==> src/sv/udwt_pkg.sv <==
// ----------------------------------------------------------------------------
// udwt_pkg
// Types, constants and the column width table shared by the truncator.
// ----------------------------------------------------------------------------
`default_nettype none

package udwt_pkg;

	localparam int CP_W   = 21;
	localparam int LEN_W  = 3;
	localparam int COL_W  = 2;
	localparam int RUN_W  = 16;
	localparam int LIM_W  = 16;
	localparam int CFG_IDX_W = 2;

	localparam logic [CFG_IDX_W-1:0] CFG_WIDTH_LIMIT     = 2'd0;
	localparam logic [CFG_IDX_W-1:0] CFG_TRUNCATE_ENABLE = 2'd1;

	localparam logic [LIM_W-1:0] WIDTH_LIMIT_RST = 16'd48;

	localparam logic [CP_W-1:0] CP_MAX      = 21'h10FFFF;
	localparam logic [CP_W-1:0] SURR_LO     = 21'h00D800;
	localparam logic [CP_W-1:0] SURR_HI     = 21'h00DFFF;
	localparam logic [CP_W-1:0] MIN_TWO     = 21'h000080;
	localparam logic [CP_W-1:0] MIN_THREE   = 21'h000800;
	localparam logic [CP_W-1:0] MIN_FOUR    = 21'h010000;

	// Commands from the controller to the datapath.
	typedef struct packed {
		logic load;   // take the input byte into the byte buffer
		logic parse;  // decode the front of the buffer and shift it
		logic emit;   // account the decoded code point and fill the output
	} udwt_cmd_t;

	// Status from the datapath to the controller.
	typedef struct packed {
		logic need_more;  // front sequence is incomplete and text not ended
		logic empty;      // byte buffer holds nothing
		logic out_free;   // output register can take a result this cycle
	} udwt_status_t;

	function automatic logic in_rng(input logic [CP_W-1:0] c,
	                                input logic [CP_W-1:0] lo,
	                                input logic [CP_W-1:0] hi);
		return (c >= lo) && (c <= hi);
	endfunction

	// Terminal column width of one code point.
	function automatic logic [COL_W-1:0] column_width_of(input logic [CP_W-1:0] c);
		logic zero_w;
		logic wide_w;
		zero_w = (c < 21'h20) || in_rng(c, 21'h7F, 21'h9F) ||
			in_rng(c, 21'h0300, 21'h036F) || in_rng(c, 21'h1AB0, 21'h1AFF) ||
			in_rng(c, 21'h1DC0, 21'h1DFF) || in_rng(c, 21'h200B, 21'h200F) ||
			in_rng(c, 21'h20D0, 21'h20FF) || in_rng(c, 21'hFE00, 21'hFE0F) ||
			in_rng(c, 21'hFE20, 21'hFE2F) || (c == 21'h2060) || (c == 21'hFEFF);
		wide_w = in_rng(c, 21'h1100, 21'h115F) || in_rng(c, 21'h2E80, 21'hA4CF) ||
			in_rng(c, 21'hA960, 21'hA97F) || in_rng(c, 21'hAC00, 21'hD7A3) ||
			in_rng(c, 21'hF900, 21'hFAFF) || in_rng(c, 21'hFE10, 21'hFE19) ||
			in_rng(c, 21'hFE30, 21'hFE6F) || in_rng(c, 21'hFF00, 21'hFF60) ||
			in_rng(c, 21'hFFE0, 21'hFFE6) || in_rng(c, 21'h1F300, 21'h1F64F) ||
			in_rng(c, 21'h1F900, 21'h1F9FF) || in_rng(c, 21'h20000, 21'h3FFFD);
		if (zero_w) begin
			return 2'd0;
		end else if (wide_w) begin
			return 2'd2;
		end
		return 2'd1;
	endfunction

endpackage

`default_nettype wire

==> src/sv/udwt_ctrl.sv <==
// ----------------------------------------------------------------------------
// udwt_ctrl
// Sequencer: accepts a byte, then alternates decode and emit until the
// buffer is empty or holds only the start of an unfinished sequence.
// ----------------------------------------------------------------------------
`default_nettype none

module udwt_ctrl import udwt_pkg::*; (
	input  wire          clk,
	input  wire          arst_n,
	input  wire          in_valid,
	output logic         in_stall,
	input  udwt_status_t status,
	output udwt_cmd_t    cmd
);

	localparam logic [1:0] ST_IDLE  = 2'd0;
	localparam logic [1:0] ST_PARSE = 2'd1;
	localparam logic [1:0] ST_EMIT  = 2'd2;

	logic [1:0] state_q;
	logic [1:0] state_nx;

	always_comb begin
		state_nx = state_q;
		cmd      = '0;
		in_stall = 1'b1;
		unique case (state_q)
			ST_IDLE: begin
				in_stall = 1'b0;
				if (in_valid) begin
					cmd.load = 1'b1;
					state_nx = ST_PARSE;
				end
			end
			ST_PARSE: begin
				if (status.need_more) begin
					state_nx = ST_IDLE;
				end else begin
					cmd.parse = 1'b1;
					state_nx  = ST_EMIT;
				end
			end
			ST_EMIT: begin
				if (status.out_free) begin
					cmd.emit = 1'b1;
					state_nx = status.empty ? ST_IDLE : ST_PARSE;
				end
			end
			default: begin
				state_nx = ST_IDLE;
			end
		endcase
	end

	always_ff @(posedge clk or negedge arst_n) begin
		if (!arst_n) begin
			state_q <= ST_IDLE;
		end else begin
			state_q <= state_nx;
		end
	end

endmodule

`default_nettype wire

==> src/sv/udwt_dp.sv <==
// ----------------------------------------------------------------------------
// udwt_dp
// Byte buffer, UTF-8 front decoder, width accounting, configuration
// registers and the output register.
// ----------------------------------------------------------------------------
`default_nettype none

module udwt_dp import udwt_pkg::*; #(
	parameter int WIDTH_BITS = 16
) (
	input  wire                  clk,
	input  wire                  arst_n,
	input  udwt_cmd_t            cmd,
	output udwt_status_t         status,
	input  wire  [7:0]           text_byte,
	input  wire                  end_of_text,
	input  wire                  cfg_valid,
	input  wire  [CFG_IDX_W-1:0] cfg_index,
	input  wire  [LIM_W-1:0]     cfg_data,
	output logic                 out_valid,
	input  wire                  out_stall,
	output logic [CP_W-1:0]      code_point,
	output logic [LEN_W-1:0]     byte_length,
	output logic [COL_W-1:0]     column_width,
	output logic [RUN_W-1:0]     running_width,
	output logic                 keep_mark,
	output logic                 over_limit,
	output logic                 text_done
);

	// Compare width: holds a total plus one width, and at least a 16-bit value plus one.
	localparam int CW = (WIDTH_BITS + 1 > LIM_W + 1) ? WIDTH_BITS + 1 : LIM_W + 1;

	logic [7:0]            byte_q [4];
	logic [2:0]            count_q;
	logic                  eot_q;
	logic [CP_W-1:0]       cp_s1;
	logic [LEN_W-1:0]      len_s1;
	logic [WIDTH_BITS-1:0] total_q;
	logic                  exceeded_q;
	logic [LIM_W-1:0]      limit_q;
	logic                  trunc_q;
	logic                  out_valid_q;

	// ---------------- front decoder ----------------
	logic [7:0]       lead;
	logic [2:0]       need;
	logic             bad_lead;
	logic             bad_cont;
	logic             short_seq;
	logic [CP_W-1:0]  v2, v3, v4;
	logic             bad_val;
	logic             need_more;
	logic [CP_W-1:0]  dec_cp;
	logic [LEN_W-1:0] dec_len;

	always_comb begin
		lead     = byte_q[0];
		bad_lead = 1'b0;
		need     = 3'd1;
		if (lead[7] == 1'b0) begin
			need = 3'd1;
		end else if (lead[7:5] == 3'b110) begin
			need = 3'd2;
		end else if (lead[7:4] == 4'b1110) begin
			need = 3'd3;
		end else if (lead[7:3] == 5'b11110) begin
			need = 3'd4;
		end else begin
			bad_lead = 1'b1;
		end

		// Only bytes that are present and belong to the sequence are checked.
		bad_cont = ((count_q > 3'd1) && (need > 3'd1) && (byte_q[1][7:6] != 2'b10)) ||
			((count_q > 3'd2) && (need > 3'd2) && (byte_q[2][7:6] != 2'b10)) ||
			((count_q > 3'd3) && (need > 3'd3) && (byte_q[3][7:6] != 2'b10));
		short_seq = count_q < need;

		v2 = {10'd0, lead[4:0], byte_q[1][5:0]};
		v3 = {5'd0, lead[3:0], byte_q[1][5:0], byte_q[2][5:0]};
		v4 = {lead[2:0], byte_q[1][5:0], byte_q[2][5:0], byte_q[3][5:0]};
		case (need)
			3'd2:    bad_val = v2 < MIN_TWO;
			3'd3:    bad_val = (v3 < MIN_THREE) || ((v3 >= SURR_LO) && (v3 <= SURR_HI));
			3'd4:    bad_val = (v4 < MIN_FOUR) || (v4 > CP_MAX);
			default: bad_val = 1'b0;
		endcase

		need_more = !bad_lead && !bad_cont && short_seq && !eot_q;

		dec_cp  = {13'd0, lead};
		dec_len = 3'd1;
		if (!bad_lead && !bad_cont && !short_seq && !bad_val) begin
			dec_len = need;
			case (need)
				3'd2:    dec_cp = v2;
				3'd3:    dec_cp = v3;
				3'd4:    dec_cp = v4;
				default: dec_cp = {13'd0, lead};
			endcase
		end
	end

	assign status.need_more = need_more;
	assign status.empty     = (count_q == 3'd0);
	assign status.out_free  = !out_valid_q || !out_stall;

	// ---------------- byte buffer ----------------
	always_ff @(posedge clk) begin
		if (cmd.load) begin
			byte_q[count_q[1:0]] <= text_byte;
		end else if (cmd.parse) begin
			case (dec_len)
				3'd1: begin
					byte_q[0] <= byte_q[1];
					byte_q[1] <= byte_q[2];
					byte_q[2] <= byte_q[3];
				end
				3'd2: begin
					byte_q[0] <= byte_q[2];
					byte_q[1] <= byte_q[3];
				end
				3'd3: begin
					byte_q[0] <= byte_q[3];
				end
				default: begin
				end
			endcase
		end
		if (cmd.parse) begin
			cp_s1  <= dec_cp;
			len_s1 <= dec_len;
		end
	end

	always_ff @(posedge clk or negedge arst_n) begin
		if (!arst_n) begin
			count_q <= 3'd0;
			eot_q   <= 1'b0;
		end else if (cmd.load) begin
			count_q <= count_q + 3'd1;
			eot_q   <= end_of_text;
		end else if (cmd.parse) begin
			count_q <= count_q - dec_len;
		end
	end

	// ---------------- width accounting ----------------
	logic [COL_W-1:0]      col_w;
	logic [CW-1:0]         next_sum;
	logic [CW-1:0]         limit_ext;
	logic [WIDTH_BITS-1:0] total_nx;
	logic [CW-1:0]         total_ext;
	logic                  no_fit;
	logic                  keep_nx;
	logic                  last_res;

	always_comb begin
		col_w     = column_width_of(cp_s1);
		next_sum  = CW'(total_q) + CW'(col_w);
		limit_ext = CW'(limit_q);
		total_nx  = (next_sum > CW'({WIDTH_BITS{1'b1}})) ? {WIDTH_BITS{1'b1}}
			: next_sum[WIDTH_BITS-1:0];
		total_ext = CW'(total_nx);
		// With a limit of two or more, exceeding limit minus one means reaching the limit.
		no_fit    = exceeded_q || (limit_q <= 16'd1) || (next_sum >= limit_ext);
		keep_nx   = !trunc_q || !no_fit;
		last_res  = eot_q && (count_q == 3'd0);
	end

	always_ff @(posedge clk or negedge arst_n) begin
		if (!arst_n) begin
			total_q    <= '0;
			exceeded_q <= 1'b0;
		end else if (cmd.emit) begin
			if (last_res) begin
				total_q    <= '0;
				exceeded_q <= 1'b0;
			end else begin
				total_q    <= total_nx;
				exceeded_q <= exceeded_q || (trunc_q && no_fit);
			end
		end
	end

	// ---------------- configuration ----------------
	always_ff @(posedge clk or negedge arst_n) begin
		if (!arst_n) begin
			limit_q <= WIDTH_LIMIT_RST;
			trunc_q <= 1'b1;
		end else if (cfg_valid) begin
			unique case (cfg_index)
				CFG_WIDTH_LIMIT:     limit_q <= cfg_data;
				CFG_TRUNCATE_ENABLE: trunc_q <= cfg_data[0];
				default: begin
				end
			endcase
		end
	end

	// ---------------- output register ----------------
	always_ff @(posedge clk or negedge arst_n) begin
		if (!arst_n) begin
			out_valid_q <= 1'b0;
		end else if (cmd.emit) begin
			out_valid_q <= 1'b1;
		end else if (!out_stall) begin
			out_valid_q <= 1'b0;
		end
	end

	always_ff @(posedge clk) begin
		if (cmd.emit) begin
			code_point    <= cp_s1;
			byte_length   <= len_s1;
			column_width  <= col_w;
			running_width <= (total_ext > CW'(16'hFFFF)) ? 16'hFFFF : total_ext[RUN_W-1:0];
			keep_mark     <= keep_nx;
			over_limit    <= total_ext > limit_ext;
			text_done     <= last_res;
		end
	end

	assign out_valid = out_valid_q;

endmodule

`default_nettype wire

==> src/sv/utf8_display_width_truncator.sv <==
// ----------------------------------------------------------------------------
// utf8_display_width_truncator
// UTF-8 decoder with terminal column widths, running total and keep marks.
//
//   channel  direction  handshake              payload
//   in       sink       in_valid / in_stall    text_byte, end_of_text
//   out      source     out_valid / out_stall  code_point .. text_done
//   cfg      sink       cfg_valid / cfg_ready  cfg_index, cfg_data
//
// A byte is taken in the idle state, then each result passes through a decode
// step on the front of the byte buffer and an emit step that accounts its width
// into the output register. A byte that only extends a sequence goes back to
// idle with no result. A stalled output register holds the emit step only.
// Reset clears the controller, counts and totals; no clearing pass is needed.
// ----------------------------------------------------------------------------
`default_nettype none

module utf8_display_width_truncator import udwt_pkg::*; #(
	parameter int WIDTH_BITS = 16
) (
	input  wire                  clk,
	input  wire                  arst_n,
	input  wire                  in_valid,
	output logic                 in_stall,
	input  wire  [7:0]           text_byte,
	input  wire                  end_of_text,
	output logic                 out_valid,
	input  wire                  out_stall,
	output logic [CP_W-1:0]      code_point,
	output logic [LEN_W-1:0]     byte_length,
	output logic [COL_W-1:0]     column_width,
	output logic [RUN_W-1:0]     running_width,
	output logic                 keep_mark,
	output logic                 over_limit,
	output logic                 text_done,
	input  wire                  cfg_valid,
	output logic                 cfg_ready,
	input  wire  [CFG_IDX_W-1:0] cfg_index,
	input  wire  [LIM_W-1:0]     cfg_data
);

	udwt_cmd_t    cmd;
	udwt_status_t status;

	assign cfg_ready = 1'b1;

	udwt_ctrl u_ctrl (
		.clk      (clk),
		.arst_n   (arst_n),
		.in_valid (in_valid),
		.in_stall (in_stall),
		.status   (status),
		.cmd      (cmd)
	);

	udwt_dp #(
		.WIDTH_BITS (WIDTH_BITS)
	) u_dp (
		.clk           (clk),
		.arst_n        (arst_n),
		.cmd           (cmd),
		.status        (status),
		.text_byte     (text_byte),
		.end_of_text   (end_of_text),
		.cfg_valid     (cfg_valid),
		.cfg_index     (cfg_index),
		.cfg_data      (cfg_data),
		.out_valid     (out_valid),
		.out_stall     (out_stall),
		.code_point    (code_point),
		.byte_length   (byte_length),
		.column_width  (column_width),
		.running_width (running_width),
		.keep_mark     (keep_mark),
		.over_limit    (over_limit),
		.text_done     (text_done)
	);

endmodule

`default_nettype wire

==> config.mk <==
export PLATFORM = sky130hd
export DESIGN_NAME = utf8_display_width_truncator
export DESIGN_NICKNAME = d
export VERILOG_FILES = /design/src/sv/udwt_pkg.sv /design/src/sv/udwt_ctrl.sv /design/src/sv/udwt_dp.sv /design/src/sv/utf8_display_width_truncator.sv
export SDC_FILE = /design/constraint.sdc
export NUM_CORES = 1
export LEC_CHECK = 0
export BUFFER_PORTS_ARGS = -buffer_cell sky130_fd_sc_hd__clkbuf_2
export CORE_MARGIN = 5
export CORE_UTILIZATION = 47
export DETAILED_ROUTE_END_ITERATION = 16
export GPL_TIMING_DRIVEN = 0
export PLACE_DENSITY = 0.63
export SLEW_MARGIN = 40
export SYNTH_ARGS = -nofsm -noshare
export SYNTH_HDL_FRONTEND = slang
export SYNTH_SLANG_ARGS = --single-unit
==> constraint.sdc <==
create_clock -name clk -period 5.7 [get_ports clk]
set_input_delay 0 -clock clk [delete_from_list [all_inputs] [get_ports clk]]
set_output_delay 0 -clock clk [all_outputs]
set_load 0.1 [all_outputs]
==> results.yml <==
run_status:
  outcome: "complete, no violations"
routing:
  postRouteWirelength_um: 22000
  detailedRoute.firstIterationViolations: 600
  total_iterations_of_the_first_detailed_routing_run: 6
  vias: 6734
  post_drt_via_cell_ratio: 5.90
  routed_wire_length_per_instance_um: 19.2
  count_of_nets_left_with_antenna_violations_after_detail_routing: 0
  drcViolationCount: 0
clock_tree:
  tritoncts: "built"
  clock_insertion_delay_worst_skew_ps: 430
  clk_pin_slew_ps: 60
  cts_inserted_buffers: 17
  max-clock-path-buffers: 2
  cts_num_sinks: 142
  root_buffer: "sky130_fd_sc_hd__clkbuf_16"
  h_tree_levels: 4
synthesis:
  yosysUniqueCellTypes: 78
  synthArstFlopShare_pct: 28.9
  syn-cell-area_um2: 8090
  synthesis.yosys.warnings: 0
  area_leader_netlist: "sky130_fd_sc_hd__edfxtp_1"
  synthesis.area_per_instance_um2: 10.6
  number_of_enable_flip_flop_cells_after_synthesis: 101
  ys_seq_elements: 142
  synthTopCellsByArea: "sky130_fd_sc_hd__edfxtp_1 38%, sky130_fd_sc_hd__dfrtp_1 12%, sky130_fd_sc_hd__ha_1 6.3%, sky130_fd_sc_hd__nand2_1 3.0%, sky130_fd_sc_hd__nor2_1 2.6%"
  sequential_to_total_area_share_from_yosys_stat_pct: 50.2
  synthCells: 764
  syn_nets: 839
  synth_ff_type: "sky130_fd_sc_hd__edfxtp_1"
  synth_top_cell_area_share_pct: 37.5
floorplanning:
  die_width_um: 141
  pin_count: 80
  die-height_um: 141
  fp.dieArea_um2: 19900
  initial_core_util_pct: 47.2
  design.core.area_um2: 17100
  std_cell_rows: 48
placed_design:
  final_weighted_congestion_of_routability_driven_global_placement: 0.891
  place_hpwl_um: 16400
  placement.io_buffers: 78
  pre_cts_slack_ps: -808
sta:
  hold_violations: 0
  worst_slew_pin_slew_ps: 837
  timing.max_slew.rel_slack_pct: 44.0
  hold-worst-slack_ps: 21.7
  max_freq_mhz: 182
  unrepaired_setup_endpoints_after_global_routing: "no"
  post-route-worst-setup-slack_ps: 194
  worst_clock_skew_ps: 12.9
  final.min_clock_period_ps: 5510
  final-setup-viol-count: 0
  final-max-slew-violation-count: 0
  timing.final.crit_share_pct: 96.6
pwr:
  relative_contribution_of_combinational_cells_to_total_power_pct: 48.0
  power.switching_mw: 2.67
  power_leakage_nw: 3.97
  sequentialPowerShare_pct: 32.9
  p_clk_share_pct: 19.1
  vdd_ir_drop_max_mv: 0.298
  cell_internal_pwr_mw: 3.12
  pwr_density_cell_nw_per_um2: 585
  power.switching_fraction_pct: 46.2
worst_setup_path:
  worst-path-max-fanout: 10
  r2r-start: "u_dp.cp_s1[12]$_SDFFCE_PN0P_"
  critPathLaunchType: "flip-flop"
  cp.required_ps: 5860
  worst-setup-path-type: "reg -> reg"
  crit_buf_inv: 3
  kind_of_cell_adding_the_most_delay_to_the_critical_path: "simple AND/OR/NAND/NOR gates"
  critical_path.max_stage_delay_ps: 440
  endpoint_kind: "flip-flop"
  reg2reg_slack_ps: 190
  critical_path_arrival_ps: 5660
  critical_path.most_common_cell: "sky130_fd_sc_hd__o21a_1"
  setup.worst_path.start: "u_dp.cp_s1[12]$_SDFFCE_PN0P_"
  slowest_stage: "sky130_fd_sc_hd__edfxtp_1"
min_path:
  hp-class: "in -> reg"
  worstHoldStart: "cfg_index[1]"
cells_and_area:
  syn2layout_area_growth_pct: 22.3
  drive_gt1_share_pct: 19.1
  final_common_cell: "sky130_fd_sc_hd__edfxtp_1"
  layout_common_cells: "101 x sky130_fd_sc_hd__edfxtp_1, 84 x sky130_fd_sc_hd__clkbuf_2, 63 x sky130_fd_sc_hd__nand2_1, 56 x sky130_fd_sc_hd__nor2_1, 43 x sky130_fd_sc_hd__inv_1"
  design.final.nets: 979
  count_of_inserted_antenna_diode_cells: 0
job:
  max_cap_violations: 0
global_route:
  number_of_antenna_violations_at_the_first_check_in_global_routing: 0
  grtUsageMet3_pct: 4.75
  first_global_vias: 6659
  globalRoute.totalOverflow: 0
  grt.busiest_layer: "met2"
  grt_util_all_layers_pct: 22.4
  grt.met1_usage_pct: 29.8
  grt_util_met2_pct: 36.3
  grt_first_pass_wirelength_um: 35400
  largest_net_degree_at_the_start_of_global_routing: 42
## area by class of cell
class | count | area, µm²
Fill cell | 1446 | 7230
Inverter | 44 | 168
Sequential cell | 142 | 4060
Clock buffer | 17 | 425
Multi-Input combinational cell | 536 | 3770
Buffer | 40 | 190
Timing Repair Buffer | 123 | 826
Clock inverter | 15 | 163
Tap cell | 225 | 282
## stage by stage
stage          setup TNS (ps)  power, mW  cell area (µm²)  utilization [%]  instances
2_1_floorplan               0       3.84             8090                -        764
3_3_place_gp             -811       4.46             8760             51.2       1067
3_5_place_dp             -888       4.57             8810             51.5       1069
4_1_cts                     0       5.75             9800             57.3       1135
5_1_grt                     0       6.11             9890             57.8       1142
6_report                    0       5.79             9890             57.8       1142
## worst paths after layout
kind / end / cells past startpoint
max: u_dp.over_limit$_DFFE_PP_ / 26
min: u_dp.limit_q[0]$_DFFE_PN0P_ / 3
max reg2reg: u_dp.over_limit$_DFFE_PP_ / 26
min reg2reg: u_dp.byte_length[2]$_DFFE_PP_ / 0
max in group asynchronous: u_dp.total_q[1]$_DFFE_PN0P_ / 2
min in group asynchronous: u_dp.count_q[2]$_DFFE_PN0P_ / 2
## worst reg2reg max path, delay by kind of cell (launching register included)
family,cells,cell delay [ps]
and+or+nand+nor,11,2050
buffers and inverters,3,500
DFF,1,440
AOI/OAI and AO/OA,9,1450
adders and majority gates,3,830
## power groups by stage
| stage | Clock, mW | Sequential, mW | Combinational, mW |
|---|---|---|---|
| finish | 1.11 | 1.90 | 2.78 |
| global route | 1.18 | 1.94 | 2.99 |
| CTS | 1.13 | 1.89 | 2.73 |
| detailed placement | 0 | 1.92 | 2.64 |
| global placement | 0 | 1.92 | 2.53 |
| floorplan | 0 | 2.36 | 1.47 |
## layer usage
metal,routed length [µm],vias up
li1,-,3173
met1,9720,3265
met2,10600,246
met3,1150,50
met4,539,0
met5,0,-
## state kept, by name, indices dropped and copies added, names as in the netlist, 2 cells and up
| register | count |
|---|---|
| u_dp.len_s1 | 3 |
| u_dp.code_point | 21 |
| u_dp.count_q | 3 |
| u_dp.byte_q | 32 |
| u_dp.byte_length | 3 |
| u_dp.limit_q | 16 |
| u_dp.running_width | 16 |
| u_dp.total_q | 16 |
| u_dp.cp_s1 | 21 |
| u_dp.column_width | 2 |
| u_ctrl.state_q | 2 |
## synthesized netlist by cell type, types with 9 or more instances
cell type	instances
sky130_fd_sc_hd__a21o_1	13
sky130_fd_sc_hd__a21oi_1	29
sky130_fd_sc_hd__a222oi_1	9
sky130_fd_sc_hd__a22o_1	13
sky130_fd_sc_hd__a41oi_1	10
sky130_fd_sc_hd__clkbuf_1	35
sky130_fd_sc_hd__dfrtp_1	38
sky130_fd_sc_hd__edfxtp_1	101
sky130_fd_sc_hd__ha_1	41
sky130_fd_sc_hd__inv_1	44
sky130_fd_sc_hd__nand2_1	64
sky130_fd_sc_hd__nand2b_1	24
sky130_fd_sc_hd__nand3_1	19
sky130_fd_sc_hd__nand4_1	14
sky130_fd_sc_hd__nor2_1	57
sky130_fd_sc_hd__nor3_1	17
sky130_fd_sc_hd__o21ai_0	33
sky130_fd_sc_hd__o21ai_1	9
sky130_fd_sc_hd__xnor2_1	10
## repair_timing
action                                 CTS  global route
buffers inserted                         6             7
setup endpoints to repair                3             1
hold buffers                            30             0
pin swaps                                3             7
resized for setup                       22            12
endpoints found under the hold margin   78             0
## cell families after synthesis
logic type               share of synthesized area [%]
multiplexers                                      1.66
flip-flops                                        50.2
AND/OR/NAND/NOR                                   16.7
buffers and inverters                             4.18
adder cells (fa/ha/maj)                           6.84
AO/OA/AOI/OAI                                     18.5
XOR/XNOR                                          1.84
other                                           0.0464
Power figures use the tool's default switching activity.
